## src/rtl/vci_pkg.sv

```systemverilog
// Package: breakpoint table, widths and pipeline token type for the charge interpolator.
`default_nettype none

package vci_pkg;

  localparam int MV_W  = 16;
  localparam int PCT_W = 7;

  // Rows of the breakpoint table and the number in use.
  localparam int TABLE_ENTRIES = 14;
  localparam int ROWS_AVAIL    = 14;
  localparam int NROWS = (TABLE_ENTRIES > ROWS_AVAIL) ? ROWS_AVAIL :
                         ((TABLE_ENTRIES < 2) ? 2 : TABLE_ENTRIES);
  localparam int NSEGS = ROWS_AVAIL - 1;
  localparam int SEG_W = 4;

  // Datapath widths: offset*100 stays below span*100 (max span 300 mV).
  localparam int NUM_W    = 15;
  localparam int RECIP_W  = 18;
  localparam int RECIP_SH = 24;
  localparam int RATIO_W  = 7;
  localparam int SPANP_W  = 4;
  localparam int SCL_W    = RATIO_W + SPANP_W;
  localparam int DIV100_W = 14;
  localparam int DIV100_SH = 20;
  localparam int QUO_W    = SCL_W + DIV100_W - DIV100_SH;

  localparam logic [MV_W-1:0] BP_MV [ROWS_AVAIL] = '{
    16'd4200, 16'd4100, 16'd4000, 16'd3900, 16'd3800, 16'd3700, 16'd3600,
    16'd3500, 16'd3400, 16'd3300, 16'd3200, 16'd3000, 16'd2800, 16'd2500
  };

  localparam logic [PCT_W-1:0] BP_PCT [ROWS_AVAIL] = '{
    7'd100, 7'd95, 7'd90, 7'd80, 7'd70, 7'd60, 7'd50,
    7'd40, 7'd30, 7'd20, 7'd15, 7'd10, 7'd5, 7'd0
  };

  // ceil(2^24 / voltage span) per segment; exact floor since num*span < 2^24.
  localparam logic [RECIP_W-1:0] SEG_RECIP [NSEGS] = '{
    18'd167773, 18'd167773, 18'd167773, 18'd167773, 18'd167773,
    18'd167773, 18'd167773, 18'd167773, 18'd167773, 18'd167773,
    18'd83887, 18'd83887, 18'd55925
  };

  // Charge drop across each segment.
  localparam logic [SPANP_W-1:0] SEG_SPANP [NSEGS] = '{
    4'd5, 4'd5, 4'd10, 4'd10, 4'd10, 4'd10, 4'd10,
    4'd10, 4'd10, 4'd5, 4'd5, 4'd5, 4'd5
  };

  // ceil(2^20 / 100): exact floor for products below 1024.
  localparam logic [DIV100_W-1:0] DIV100_M = 14'd10486;

  localparam logic [PCT_W-1:0] PCT_SCALE = 7'd100;

  typedef struct packed {
    logic             valid;
    logic             sat;
    logic [PCT_W-1:0] sat_pct;
    logic [SEG_W-1:0] seg;
  } tok_t;

endpackage

`default_nettype wire

```

## src/rtl/vci_locate.sv

```systemverilog
// Stage 1: segment search and saturation detect against the breakpoint table.
`default_nettype none

module vci_locate (
  input  wire logic                     clk,
  input  wire logic                     rst_n,
  input  wire logic                     in_valid,
  input  wire logic [vci_pkg::MV_W-1:0] in_mv,
  output vci_pkg::tok_t                 tok_o,
  output logic [vci_pkg::MV_W-1:0]      mv_o
);
  import vci_pkg::*;

  tok_t            tok_r, tok_nxt;
  logic [MV_W-1:0] mv_r;
  logic            hi_sat, lo_sat;
  logic [SEG_W-1:0] seg;

  always_comb begin
    hi_sat = (in_mv >= BP_MV[0]);
    lo_sat = (in_mv <= BP_MV[NROWS-1]);
    seg    = '0;
    for (int i = 0; i < NROWS - 1; i++) begin
      if (in_mv <= BP_MV[i] && in_mv > BP_MV[i+1]) begin
        seg = SEG_W'(i);
      end
    end
    tok_nxt.valid   = in_valid;
    tok_nxt.sat     = hi_sat | lo_sat;
    tok_nxt.sat_pct = hi_sat ? BP_PCT[0] : BP_PCT[NROWS-1];
    tok_nxt.seg     = seg;
  end

  always_ff @(posedge clk) begin
    if (!rst_n) begin
      tok_r.valid <= 1'b0;
    end else begin
      tok_r.valid <= tok_nxt.valid;
    end
    tok_r.sat     <= tok_nxt.sat;
    tok_r.sat_pct <= tok_nxt.sat_pct;
    tok_r.seg     <= tok_nxt.seg;
    mv_r          <= in_mv;
  end

  assign tok_o = tok_r;
  assign mv_o  = mv_r;

endmodule

`default_nettype wire

```

## src/rtl/vci_ratio.sv

```systemverilog
// Stages 2-3: voltage offset scaled by 100, then divided by the segment span.
`default_nettype none

module vci_ratio (
  input  wire logic                     clk,
  input  wire logic                     rst_n,
  input  wire vci_pkg::tok_t            tok_i,
  input  wire logic [vci_pkg::MV_W-1:0] mv_i,
  output vci_pkg::tok_t                 tok_o,
  output logic [vci_pkg::RATIO_W-1:0]   ratio_o
);
  import vci_pkg::*;

  tok_t                        tok2_r, tok3_r;
  logic [NUM_W-1:0]            num_r, num_nxt;
  logic [RATIO_W-1:0]          ratio_r, ratio_nxt;
  logic [MV_W-1:0]             diff;
  logic [MV_W+PCT_W-1:0]       scaled;
  logic [NUM_W+RECIP_W-1:0]    prod;

  always_comb begin
    diff    = BP_MV[tok_i.seg] - mv_i;
    scaled  = (MV_W+PCT_W)'(diff) * (MV_W+PCT_W)'(PCT_SCALE);
    num_nxt = scaled[NUM_W-1:0];
  end

  // Reciprocal multiply; the quotient starts at bit RECIP_SH.
  always_comb begin
    prod      = (NUM_W+RECIP_W)'(num_r) * (NUM_W+RECIP_W)'(SEG_RECIP[tok2_r.seg]);
    ratio_nxt = prod[RECIP_SH +: RATIO_W];
  end

  always_ff @(posedge clk) begin
    if (!rst_n) begin
      tok2_r.valid <= 1'b0;
      tok3_r.valid <= 1'b0;
    end else begin
      tok2_r.valid <= tok_i.valid;
      tok3_r.valid <= tok2_r.valid;
    end
    tok2_r.sat     <= tok_i.sat;
    tok2_r.sat_pct <= tok_i.sat_pct;
    tok2_r.seg     <= tok_i.seg;
    tok3_r.sat     <= tok2_r.sat;
    tok3_r.sat_pct <= tok2_r.sat_pct;
    tok3_r.seg     <= tok2_r.seg;
    num_r          <= num_nxt;
    ratio_r        <= ratio_nxt;
  end

  assign tok_o   = tok3_r;
  assign ratio_o = ratio_r;

endmodule

`default_nettype wire

```

## src/rtl/vci_scale.sv

```systemverilog
// Stages 4-5: ratio times charge span, divide by 100, subtract from the upper charge (or pass the saturated value).
`default_nettype none

module vci_scale (
  input  wire logic                    clk,
  input  wire logic                    rst_n,
  input  wire vci_pkg::tok_t           tok_i,
  input  wire logic [vci_pkg::RATIO_W-1:0] ratio_i,
  output logic                         out_valid,
  output logic [vci_pkg::PCT_W-1:0]    out_pct
);
  import vci_pkg::*;

  tok_t                        tok4_r;
  logic [SCL_W-1:0]            scl_r, scl_nxt;
  logic                        out_valid_r;
  logic [PCT_W-1:0]            out_pct_r, out_pct_nxt;
  logic [SCL_W+DIV100_W-1:0]   qprod;
  logic [QUO_W-1:0]            quo;

  always_comb begin
    scl_nxt = SCL_W'(ratio_i) * SCL_W'(SEG_SPANP[tok_i.seg]);
  end

  // Divide by 100 as a reciprocal multiply, then subtract from the upper charge or take the saturated value.
  always_comb begin
    qprod = (SCL_W+DIV100_W)'(scl_r) * (SCL_W+DIV100_W)'(DIV100_M);
    quo   = qprod[DIV100_SH +: QUO_W];
    if (tok4_r.sat) begin
      out_pct_nxt = tok4_r.sat_pct;
    end else begin
      out_pct_nxt = BP_PCT[tok4_r.seg] - PCT_W'(quo);
    end
  end

  always_ff @(posedge clk) begin
    if (!rst_n) begin
      tok4_r.valid <= 1'b0;
      out_valid_r  <= 1'b0;
    end else begin
      tok4_r.valid <= tok_i.valid;
      out_valid_r  <= tok4_r.valid;
    end
    tok4_r.sat     <= tok_i.sat;
    tok4_r.sat_pct <= tok_i.sat_pct;
    tok4_r.seg     <= tok_i.seg;
    scl_r          <= scl_nxt;
    out_pct_r      <= out_pct_nxt;
  end

  assign out_valid = out_valid_r;
  assign out_pct   = out_pct_r;

endmodule

`default_nettype wire

```

## src/rtl/voltage_to_charge_interpolator.sv

```systemverilog
// Top level: cell voltage to state-of-charge interpolator pipeline.
// Takes one voltage sample per clock: busy is always low, and each sample
// accepted with start gives exactly one out_valid strobe, in order, with
// out_charge_percent valid for that single cycle. The pipeline has five
// register stages: segment search, offset scaling, span reciprocal
// multiply, charge-span multiply, and the divide-by-100 and subtract.
// Results cannot be held off, so the receiver must take each strobe. The
// breakpoint table is fixed; inputs at or above the top breakpoint read 100
// and at or below the bottom breakpoint read 0.
`default_nettype none

module voltage_to_charge_interpolator (
  input  wire logic                       clk,
  input  wire logic                       rst_n,
  input  wire logic                       start,
  output logic                            busy,
  input  wire logic [vci_pkg::MV_W-1:0]   in_voltage_mv,
  output logic                            out_valid,
  output logic [vci_pkg::PCT_W-1:0]       out_charge_percent
);
  import vci_pkg::*;

  tok_t                tok1, tok3;
  logic [MV_W-1:0]     mv1;
  logic [RATIO_W-1:0]  ratio3;
  logic                accept;

  assign busy   = 1'b0;
  assign accept = start & ~busy;

  vci_locate u_locate (
    .clk      (clk),
    .rst_n    (rst_n),
    .in_valid (accept),
    .in_mv    (in_voltage_mv),
    .tok_o    (tok1),
    .mv_o     (mv1)
  );

  vci_ratio u_ratio (
    .clk     (clk),
    .rst_n   (rst_n),
    .tok_i   (tok1),
    .mv_i    (mv1),
    .tok_o   (tok3),
    .ratio_o (ratio3)
  );

  vci_scale u_scale (
    .clk       (clk),
    .rst_n     (rst_n),
    .tok_i     (tok3),
    .ratio_i   (ratio3),
    .out_valid (out_valid),
    .out_pct   (out_charge_percent)
  );

endmodule

`default_nettype wire

```

## config.mk

```make
export PLATFORM = sky130hd
export DESIGN_NAME = voltage_to_charge_interpolator
export DESIGN_NICKNAME = d
export VERILOG_FILES = /design/src/rtl/vci_pkg.sv /design/src/rtl/vci_locate.sv /design/src/rtl/vci_ratio.sv /design/src/rtl/vci_scale.sv /design/src/rtl/voltage_to_charge_interpolator.sv
export SDC_FILE = /design/constraint.sdc
export NUM_CORES = 1
export LEC_CHECK = 0
export ABC_AREA = 1
export BUFFER_PORTS_ARGS = -buffer_cell sky130_fd_sc_hd__buf_2
export CAP_MARGIN = 20
export CORE_UTILIZATION = 35
export CTS_CLUSTER_DIAMETER = 50
export CTS_CLUSTER_SIZE = 20
export DETAILED_ROUTE_END_ITERATION = 7
export GPL_ROUTABILITY_DRIVEN = 0
export MAX_ROUTING_LAYER = met4
export PLACE_DENSITY = 0.62
export SYNTH_ARGS = -nofsm -noshare
export SYNTH_HDL_FRONTEND = slang
export SYNTH_SLANG_ARGS = --single-unit
```

## constraint.sdc

```tcl
create_clock -name clk -period 15.7 [get_ports clk]
set_clock_uncertainty 0.2 [all_clocks]
set_input_delay 3.14 -clock clk [delete_from_list [all_inputs] [get_ports clk]]
set_output_delay 3.14 -clock clk [all_outputs]
set_load 0.05 [all_outputs]
```

==> run metrics, run 1 <==
CTS tree=yes; post-synthesis cell area=13900 sq um; Die Area=40400 sq um; vias in the first global route=11518; drt total wl=31.4 mm; Post-CTS Setup Inserts=0; Fin Hold WS=0.121 ns; Layout area overhead=7.50%; Hold Fails Final Rpt=0; register area=1600 sq um; DP Wirelength=27.9 mm; DR vias/cell=4.75; most common cell after layout, fill and taps aside=inv_1; FF-to-FF path depth=25; Site Rows=72; global-route wire length before repair=54.9 mm; H-tree Lvls=3; input/output buffers=26; Synth Flop Type=dfxtp_1; Routed Antenna Nets=0; EDFF count, synth=0; count of final setup violators=0; via count=10788; status=finished, final reports clean; CP Capture Type=flip-flop; most frequent cells in the layout=452 x inv_1, 255 x nand2_1, 221 x ha_1; Slew HR=0.459; Core Area=38800 sq um; Root Driver=clkbuf_16; First DRT Iteration DRCs=529; Die Wd=201 microns; minimum clock period=6.29 ns; Starting Density=0.357; reg2reg end=u_ratio.ratio_o[5]; Die H=201 microns; diode count=0; clock slew seen by the registers of the worst setup and hold paths=0.06 ns; main area contributors after synthesis=fa_1 30%, ha_1 20%, inv_1 12%; proportion of layout cells with a drive suffix above 1=0.0348; worst-margin pin slew=0.806 ns; total track usage=0.171; WP data arrival=6.34 ns; CTS buffer count=9; DP Area=14600 sq um; Post-CTS Hold Buffers=0; Setup crit end=u_ratio.ratio_o[5]; max-slew violations=0; required time worst endpoint=15.75 ns; Syn Nets=2170; Yosys cell types=44; WS Path Type=reg2reg; maximum clock frequency=159 MHz; Max Root-Sink Buffers=2; Final Instance Area=14900 sq um; RSZ-0062 raised after global routing=no; Synth top area share=0.305; startpoint types=flip-flop; remaining global-route overflow=0; HP Class=reg2reg; Final period util=0.401; area of the multi-input gates=10500 sq um; initial antenna violation count=0; leading area contributor after synthesis=fa_1; register area share after synthesis=0.116; mean routed wirelength per cell=13.8 microns; Cells after Synth=1719; register bit count reported by yosys=80; clk_lat worst skew=0.36 ns; Pre-antenna DRT Iters=5; asr flop ratio synth=0; max-cap violations=0; post-CTS sizing=0; DRC=0; Total Neg Setup Slack=0 ns; Synth Area per Inst=8.06 sq um; flop2flop setup slack=9.41 ns; # nets final=2198; # fillers=3929; Ys Warns=0; worst r2r src=u_ratio.tok2_r[2]; Setup crit start=u_ratio.tok2_r[2]; Crit Path Max Fanout=16; largest net degree at the start of global routing=17; # clock sinks=80; num ports=28
==> metrics by stage <==
stage	setup WS, ns	utilization	cells
2_1_floorplan	10.39	-	1719
3_3_place_gp	9.63	0.376	2254
3_5_place_dp	9.47	0.376	2254
4_1_cts	9.46	0.384	2270
5_1_grt	8.94	0.384	2270
6_report	9.41	0.384	2270
==> Yosys cell counts, types with 5 or more instances <==
library cell	n
nor2_1	160
nand2_1	255
o21ai_1	7
ha_1	221
nor2_2	5
o211ai_1	9
xnor2_1	10
nor3_1	24
o21ai_0	43
fa_1	211
inv_1	452
a31oi_1	10
nand4_1	17
a21oi_1	73
dfxtp_1	80
nand3_1	58
a21o_1	7
xor2_1	23
==> sequential cells by signal, summed over array words and instances (netlist names), 7 cells and up <==
signal / count
u_scale.out_pct: 7
u_locate.mv_o: 13
u_locate.tok_o: 7
u_scale.scl_r: 11
u_ratio.num_r: 13
u_ratio.tok2_r: 7
u_ratio.tok_o: 7
u_scale.tok4_r: 7
u_ratio.ratio_o: 7
==> cells by family (layout without fill, tap and decap cells) <==
family                   after synthesis  after routing  synth area share
flip-flops                            80             80             0.116
XOR/XNOR                              33             33            0.0209
adder cells (fa/ha/maj)              432            432             0.504
other                                  1              1          0.000271
buffers and inverters                464            497             0.127
AO/OA/AOI/OAI                        167            167            0.0679
AND/OR/NAND/NOR                      542            542             0.165
==> worst min path at each step <==
stage	slack, ns	end	cells past startpoint	from
final	0.12	u_ratio.tok_o[11]	0	u_ratio.tok2_r[11]
after global placement	0.11	u_ratio.tok_o[11]	0	u_ratio.tok2_r[11]
after global routing	0.12	u_ratio.tok_o[11]	0	u_ratio.tok2_r[11]
after CTS	0.12	u_ratio.tok_o[11]	0	u_ratio.tok2_r[11]
after floorplan	0.11	u_ratio.tok2_r[11]	0	u_locate.tok_o[11]
after detailed placement	0.11	u_ratio.tok2_r[11]	0	u_locate.tok_o[11]
==> critical path, stage by stage (launching register included) <==
cell and delay, ns:
dfxtp_1 0.32, nand2_1 0.45, nand2_1 0.40, inv_1 0.53, nor2_1 0.14, fa_1 0.62, inv_1 0.08, fa_1 0.53
inv_1 0.05, fa_1 0.52, inv_1 0.05, fa_1 0.48, inv_1 0.06, fa_1 0.48, ha_1 0.33, nand2_1 0.06
inv_1 0.08, nand2_1 0.08, nor3_1 0.22, nand2_1 0.09, nand3_1 0.08, nor2_1 0.04, nand2_1 0.09, nand2_1 0.08
nand3_1 0.07, nand2_1 0.05
==> cell type report <==
| cell class | instances | share of cell area |
|---|---|---|
| Sequential cell | 80 | 0.108 |
| Clock buffer | 11 | 0.0163 |
| Inverter | 455 | 0.115 |
| Timing Repair Buffer | 26 | 0.00873 |
| Tap cell | 518 | 0.0435 |
| Multi-Input combinational cell | 1175 | 0.705 |
| Clock inverter | 5 | 0.00428 |
==> metal layers <==
metal | up-vias | wire (microns) | track usage
met2 | 283 | 14700 | 0.281
met4 | 0 | 538 | 0.0374
met3 | 54 | 1790 | 0.0315
met1 | 5126 | 14300 | 0.219
li1 | 5325 | - | -
met5 | - | 0 | -
Power of run 1 is left out: the tool's default activity adds up to more than one toggle a clock period on the data nets, which glitch-free logic cannot reach.
==> run 2, diff against run 1 <==
PLACE_DENSITY = 0.63   (was 0.62)
clock period = 5.05 ns   (was 15.7 ns; I/O delays follow)
==> run metrics, run 2 (synthesis results as in run 1) <==
vias in the first global route=12493; slowest CP cell=fa_2; max-slew violations=0; Routed Antenna Nets=0; # nets final=2372; DP Wirelength=29.6 mm; Die Wd=201 microns; RSZ-0062 raised after global routing=yes; WP data arrival=5.27 ns; minimum clock period=5.24 ns; Final period util=1.04; Slew HR=0.515; initial antenna violation count=0; Post-CTS Hold Buffers=0; Die Area=40400 sq um; instance count on the critical path=23; First DRT Iteration DRCs=557; crit path cell chain=inv_2 > fa_2 > fa_2 > fa_1 > inv_2 > fa_2 > fa_1 > ha_4 > a21o_1 > a21boi_2 > nor2_1 > nor2_1 > nand2_1 > nand2_1 > nand2_1 > ha_2 > fa_2 > inv_1 > a31oi_1 > inv_1 > nand2_1 > a31oi_1 > o21ai_2; CP top delay family=adder cells; status=finished, violations left; DR vias/cell=4.80; most frequent cells in the layout=408 x inv_1, 230 x nand2_1, 190 x ha_1; Max Root-Sink Buffers=2; HP Class=reg2reg; count of final setup violators=10; CTS buffer count=9; reg2reg end=u_scale.out_pct[6]; required time worst endpoint=5.09 ns; Total Neg Setup Slack=-1.41 ns; largest net degree at the start of global routing=17; clk_lat worst skew=0.35 ns; Root Driver=clkbuf_16; worst r2r src=u_scale.scl_r[7]; mean routed wirelength per cell=14.5 microns; failing checks=negative setup slack; maximum clock frequency=191 MHz; diode count=0; Hold Fails Final Rpt=0; remaining global-route overflow=0; most common cell after layout, fill and taps aside=inv_1; # fillers=3646; Crit Path Max Fanout=3; Site Rows=72; Setup crit end=u_scale.out_pct[6]; Setup crit start=u_scale.scl_r[7]; drt total wl=35.5 mm; setup slack after layout=-0.187 ns; WS Path Type=reg2reg; Core Area=38800 sq um; worst-margin pin slew=0.722 ns; Critical Path Max Stage Delay=0.61 ns; Starting Density=0.357; CP bufs+invs=4; CTS tree=yes; # clock sinks=80; num ports=28; FF-to-FF path depth=23; dpl ws=-0.391 ns; Final Core Density=0.451; startpoint types=flip-flop; Layout area overhead=26.3%; flop2flop setup slack=-0.19 ns; clock slew seen by the registers of the worst setup and hold paths=0.07 ns; via count=11729; Pre-antenna DRT Iters=7; max-cap violations=0; input/output buffers=26; total track usage=0.188; DRC=0; H-tree Lvls=3; Die H=201 microns; CP Capture Type=flip-flop; proportion of layout cells with a drive suffix above 1=0.247; global-route wire length before repair=60.0 mm
==> run 2: cell types whose count changed in the layout (fill, tap and decap cells not counted), sizes merged <==
cell,delta
buf,+173
clkbuf,-2
clkinvlp,+2
bufinv,+1
clkinv,-1
inv,+1
==> run 2: what timing repair did <==
item,4_1_cts,5_1_grt
setup endpoints to repair,14,14
pin swaps,115,85
buffers inserted,21,11
resized for setup,202,104
endpoints found under the hold margin,0,0
gates cloned,1,0
==> run 2: stage by stage <==
stage / std cells / hold WS [ns] / area (sq um)
after floorplan: 1719 / 0.110 / 14000
after global placement: 2396 / 0.111 / 15700
after detailed placement: 2396 / 0.112 / 15700
after CTS: 2433 / 0.124 / 17000
after global routing: 2444 / 0.140 / 17500
final: 2444 / 0.122 / 17500
==> run 2: final cells by class <==
type                       count  area [sq um]  share of cell area
multi-input combinational   1175         11600               0.665
inverter                     455          1720              0.0982
clock buffer                   9           225              0.0129
timing repair inverter         1          7.51            0.000429
sequential                    80          1630              0.0934
timing repair buffer         199          1520              0.0867
tap                          518           648              0.0370
clock inverter                 7           106             0.00608
==> run 2: per-layer routing <==
layer  routed length [microns]  global-route usage
met4                      1110              0.0570
met1                     15500               0.232
met5                         0                   -
met2                     17400               0.320
met3                      1480              0.0224
==> run 2: worst min path at each step <==
| stage | depth (start not counted) | slack (ns) | start | to |
|---|---|---|---|---|
| floorplan | 0 | 0.11 | u_locate.tok_o[11] | u_ratio.tok2_r[11] |
| global placement | 0 | 0.11 | u_ratio.tok2_r[11] | u_ratio.tok_o[11] |
| detailed placement | 0 | 0.11 | u_ratio.tok_o[9] | u_scale.tok4_r[9] |
| CTS | 0 | 0.12 | u_ratio.tok2_r[9] | u_ratio.tok_o[9] |
| global route | 0 | 0.14 | u_locate.tok_o[11] | u_ratio.tok2_r[11] |
| finish | 0 | 0.12 | u_ratio.tok2_r[9] | u_ratio.tok_o[9] |
Power of run 2 is left out for the same reason.
==> run 3, diff against run 2 <==
PLACE_DENSITY = unset   (was 0.63)
clock period = 4.3 ns   (was 5.05 ns; I/O delays follow)
==> run metrics, run 3 (synthesis results as in run 1) <==
status=finished, violations left; failing checks=negative setup slack; placed insts=2484; remaining global-route overflow=0; input/output buffers=26; startpoint types=flip-flop; CP Capture Type=flip-flop; mean routed wirelength per cell=14.1 microns; HP Class=reg2reg; crit path cell chain=inv_2 > fa_1 > fa_2 > fa_1 > inv_1 > fa_1 > fa_1 > ha_4 > a21o_1 > a21oi_2 > nand2_1 > nand2_1 > nand3_2 > xor2_1 > ha_1 > a21oi_1 > o21ai_1 > nand2_1 > nand2_1 > a21oi_2 > xor2_1 > o21ai_1; count of final setup violators=15; required time worst endpoint=4.34 ns; Finished Layout Cells=2536; First DRT Iteration DRCs=525; most common cell after layout, fill and taps aside=inv_1; max-cap violations=0; Final period util=1.21; Hold Fails Final Rpt=0; num ports=28; via count=11932; RSZ-0062 raised after global routing=yes; vias in the first global route=12907; Layout area overhead=34.8%; H-tree Lvls=3; WS Path Type=reg2reg; slowest CP cell=fa_1; total track usage=0.189; Post-CTS Hold Buffers=0; diode count=0; Fin Hold WS=0.128 ns; initial antenna violation count=0; CTS tree=yes; Slew HR=0.583; global-route wire length before repair=60.5 mm; Starting Density=0.357; DRC=0; clock slew seen by the registers of the worst setup and hold paths=0.07 ns; WP data arrival=5.26 ns; clk_lat worst skew=0.35 ns; DP Area=16800 sq um; max-slew violations=0; largest net degree at the start of global routing=17; Final Instance Area=18700 sq um; # nets final=2464; Site Rows=72; Die H=201 microns; most frequent cells in the layout=415 x inv_1, 240 x buf_4, 208 x nand2_1; drt total wl=35.7 mm; Crit Path Max Fanout=3; setup slack after layout=-0.917 ns; proportion of layout cells with a drive suffix above 1=0.305; flop2flop setup slack=-0.92 ns; DR vias/cell=4.71; # fillers=3576; Max Root-Sink Buffers=2; maximum clock frequency=192 MHz; minimum clock period=5.22 ns; Die Wd=201 microns; CTS buffer count=9; Total Neg Setup Slack=-10.33 ns; Die Area=40400 sq um; worst-margin pin slew=0.610 ns; Critical Path Max Stage Delay=0.59 ns; Pre-antenna DRT Iters=5; Root Driver=clkbuf_16; DP Wirelength=30.4 mm; Core Area=38800 sq um; Routed Antenna Nets=0; # clock sinks=80
## run 3: cell types whose count changed in the layout (fill, tap and decap cells not counted), sizes merged
cell | previous run | this run
clkinvlp | 3 | 0
clkinv | 2 | 3
inv | 456 | 457
buf | 199 | 292
## run 3: what timing repair did
item / 4_1_cts / 5_1_grt
resized for setup: 154 / 127
pin swaps: 107 / 112
hold endpoints to repair: 0 / 0
setup endpoints to repair: 19 / 19
setup buffers: 16 / 23
## run 3: metal layers
| layer | up-vias | GRT usage | part of all wire |
|---|---|---|---|
| li1 | 5869 | - | - |
| met1 | 5691 | 0.235 | 0.44 |
| met2 | 305 | 0.324 | 0.49 |
| met3 | 67 | 0.0266 | 0.046 |
| met4 | 0 | 0.0423 | 0.022 |
| met5 | - | - | 0 |
## run 3: final cells by class
cell class | count | area (sq um) | area share
clock inverter | 7 | 109 | 0.00583
timing repair buffer | 292 | 2290 | 0.122
clock buffer | 9 | 225 | 0.0121
tap | 518 | 648 | 0.0347
sequential | 80 | 1640 | 0.0876
inverter | 455 | 1740 | 0.0933
multi-input combinational | 1175 | 12000 | 0.644
## run 3: through the flow
step            util  setup WS, ns
6_report       0.481        -0.917
5_1_grt        0.481         -1.19
4_1_cts        0.463        -0.898
3_5_place_dp   0.434         -1.04
3_3_place_gp   0.434        -0.900
2_1_floorplan      -        -0.737
## run 3: path summary, 6_finish.rpt
kind,start,end,cells past startpoint
hold reg to reg,u_ratio.tok2_r[11],u_ratio.tok_o[11],0
setup reg to reg,u_scale.scl_r[7],u_scale.out_pct[5],22
setup / recovery,u_scale.scl_r[7],u_scale.out_pct[5],22
hold / removal,u_ratio.tok2_r[11],u_ratio.tok_o[11],0
## run 3: worst max-delay path: cells and delay by family (launching register included)
family                   cells  cell delay, ns
adder cells (fa/ha/maj)      7            3.00
AO/OA/AOI/OAI                6            0.75
AND/OR/NAND/NOR              5            0.36
flip-flops                   1            0.36
XOR/XNOR                     2            0.34
buffers and inverters        2            0.09
Power of run 3 is left out for the same reason.
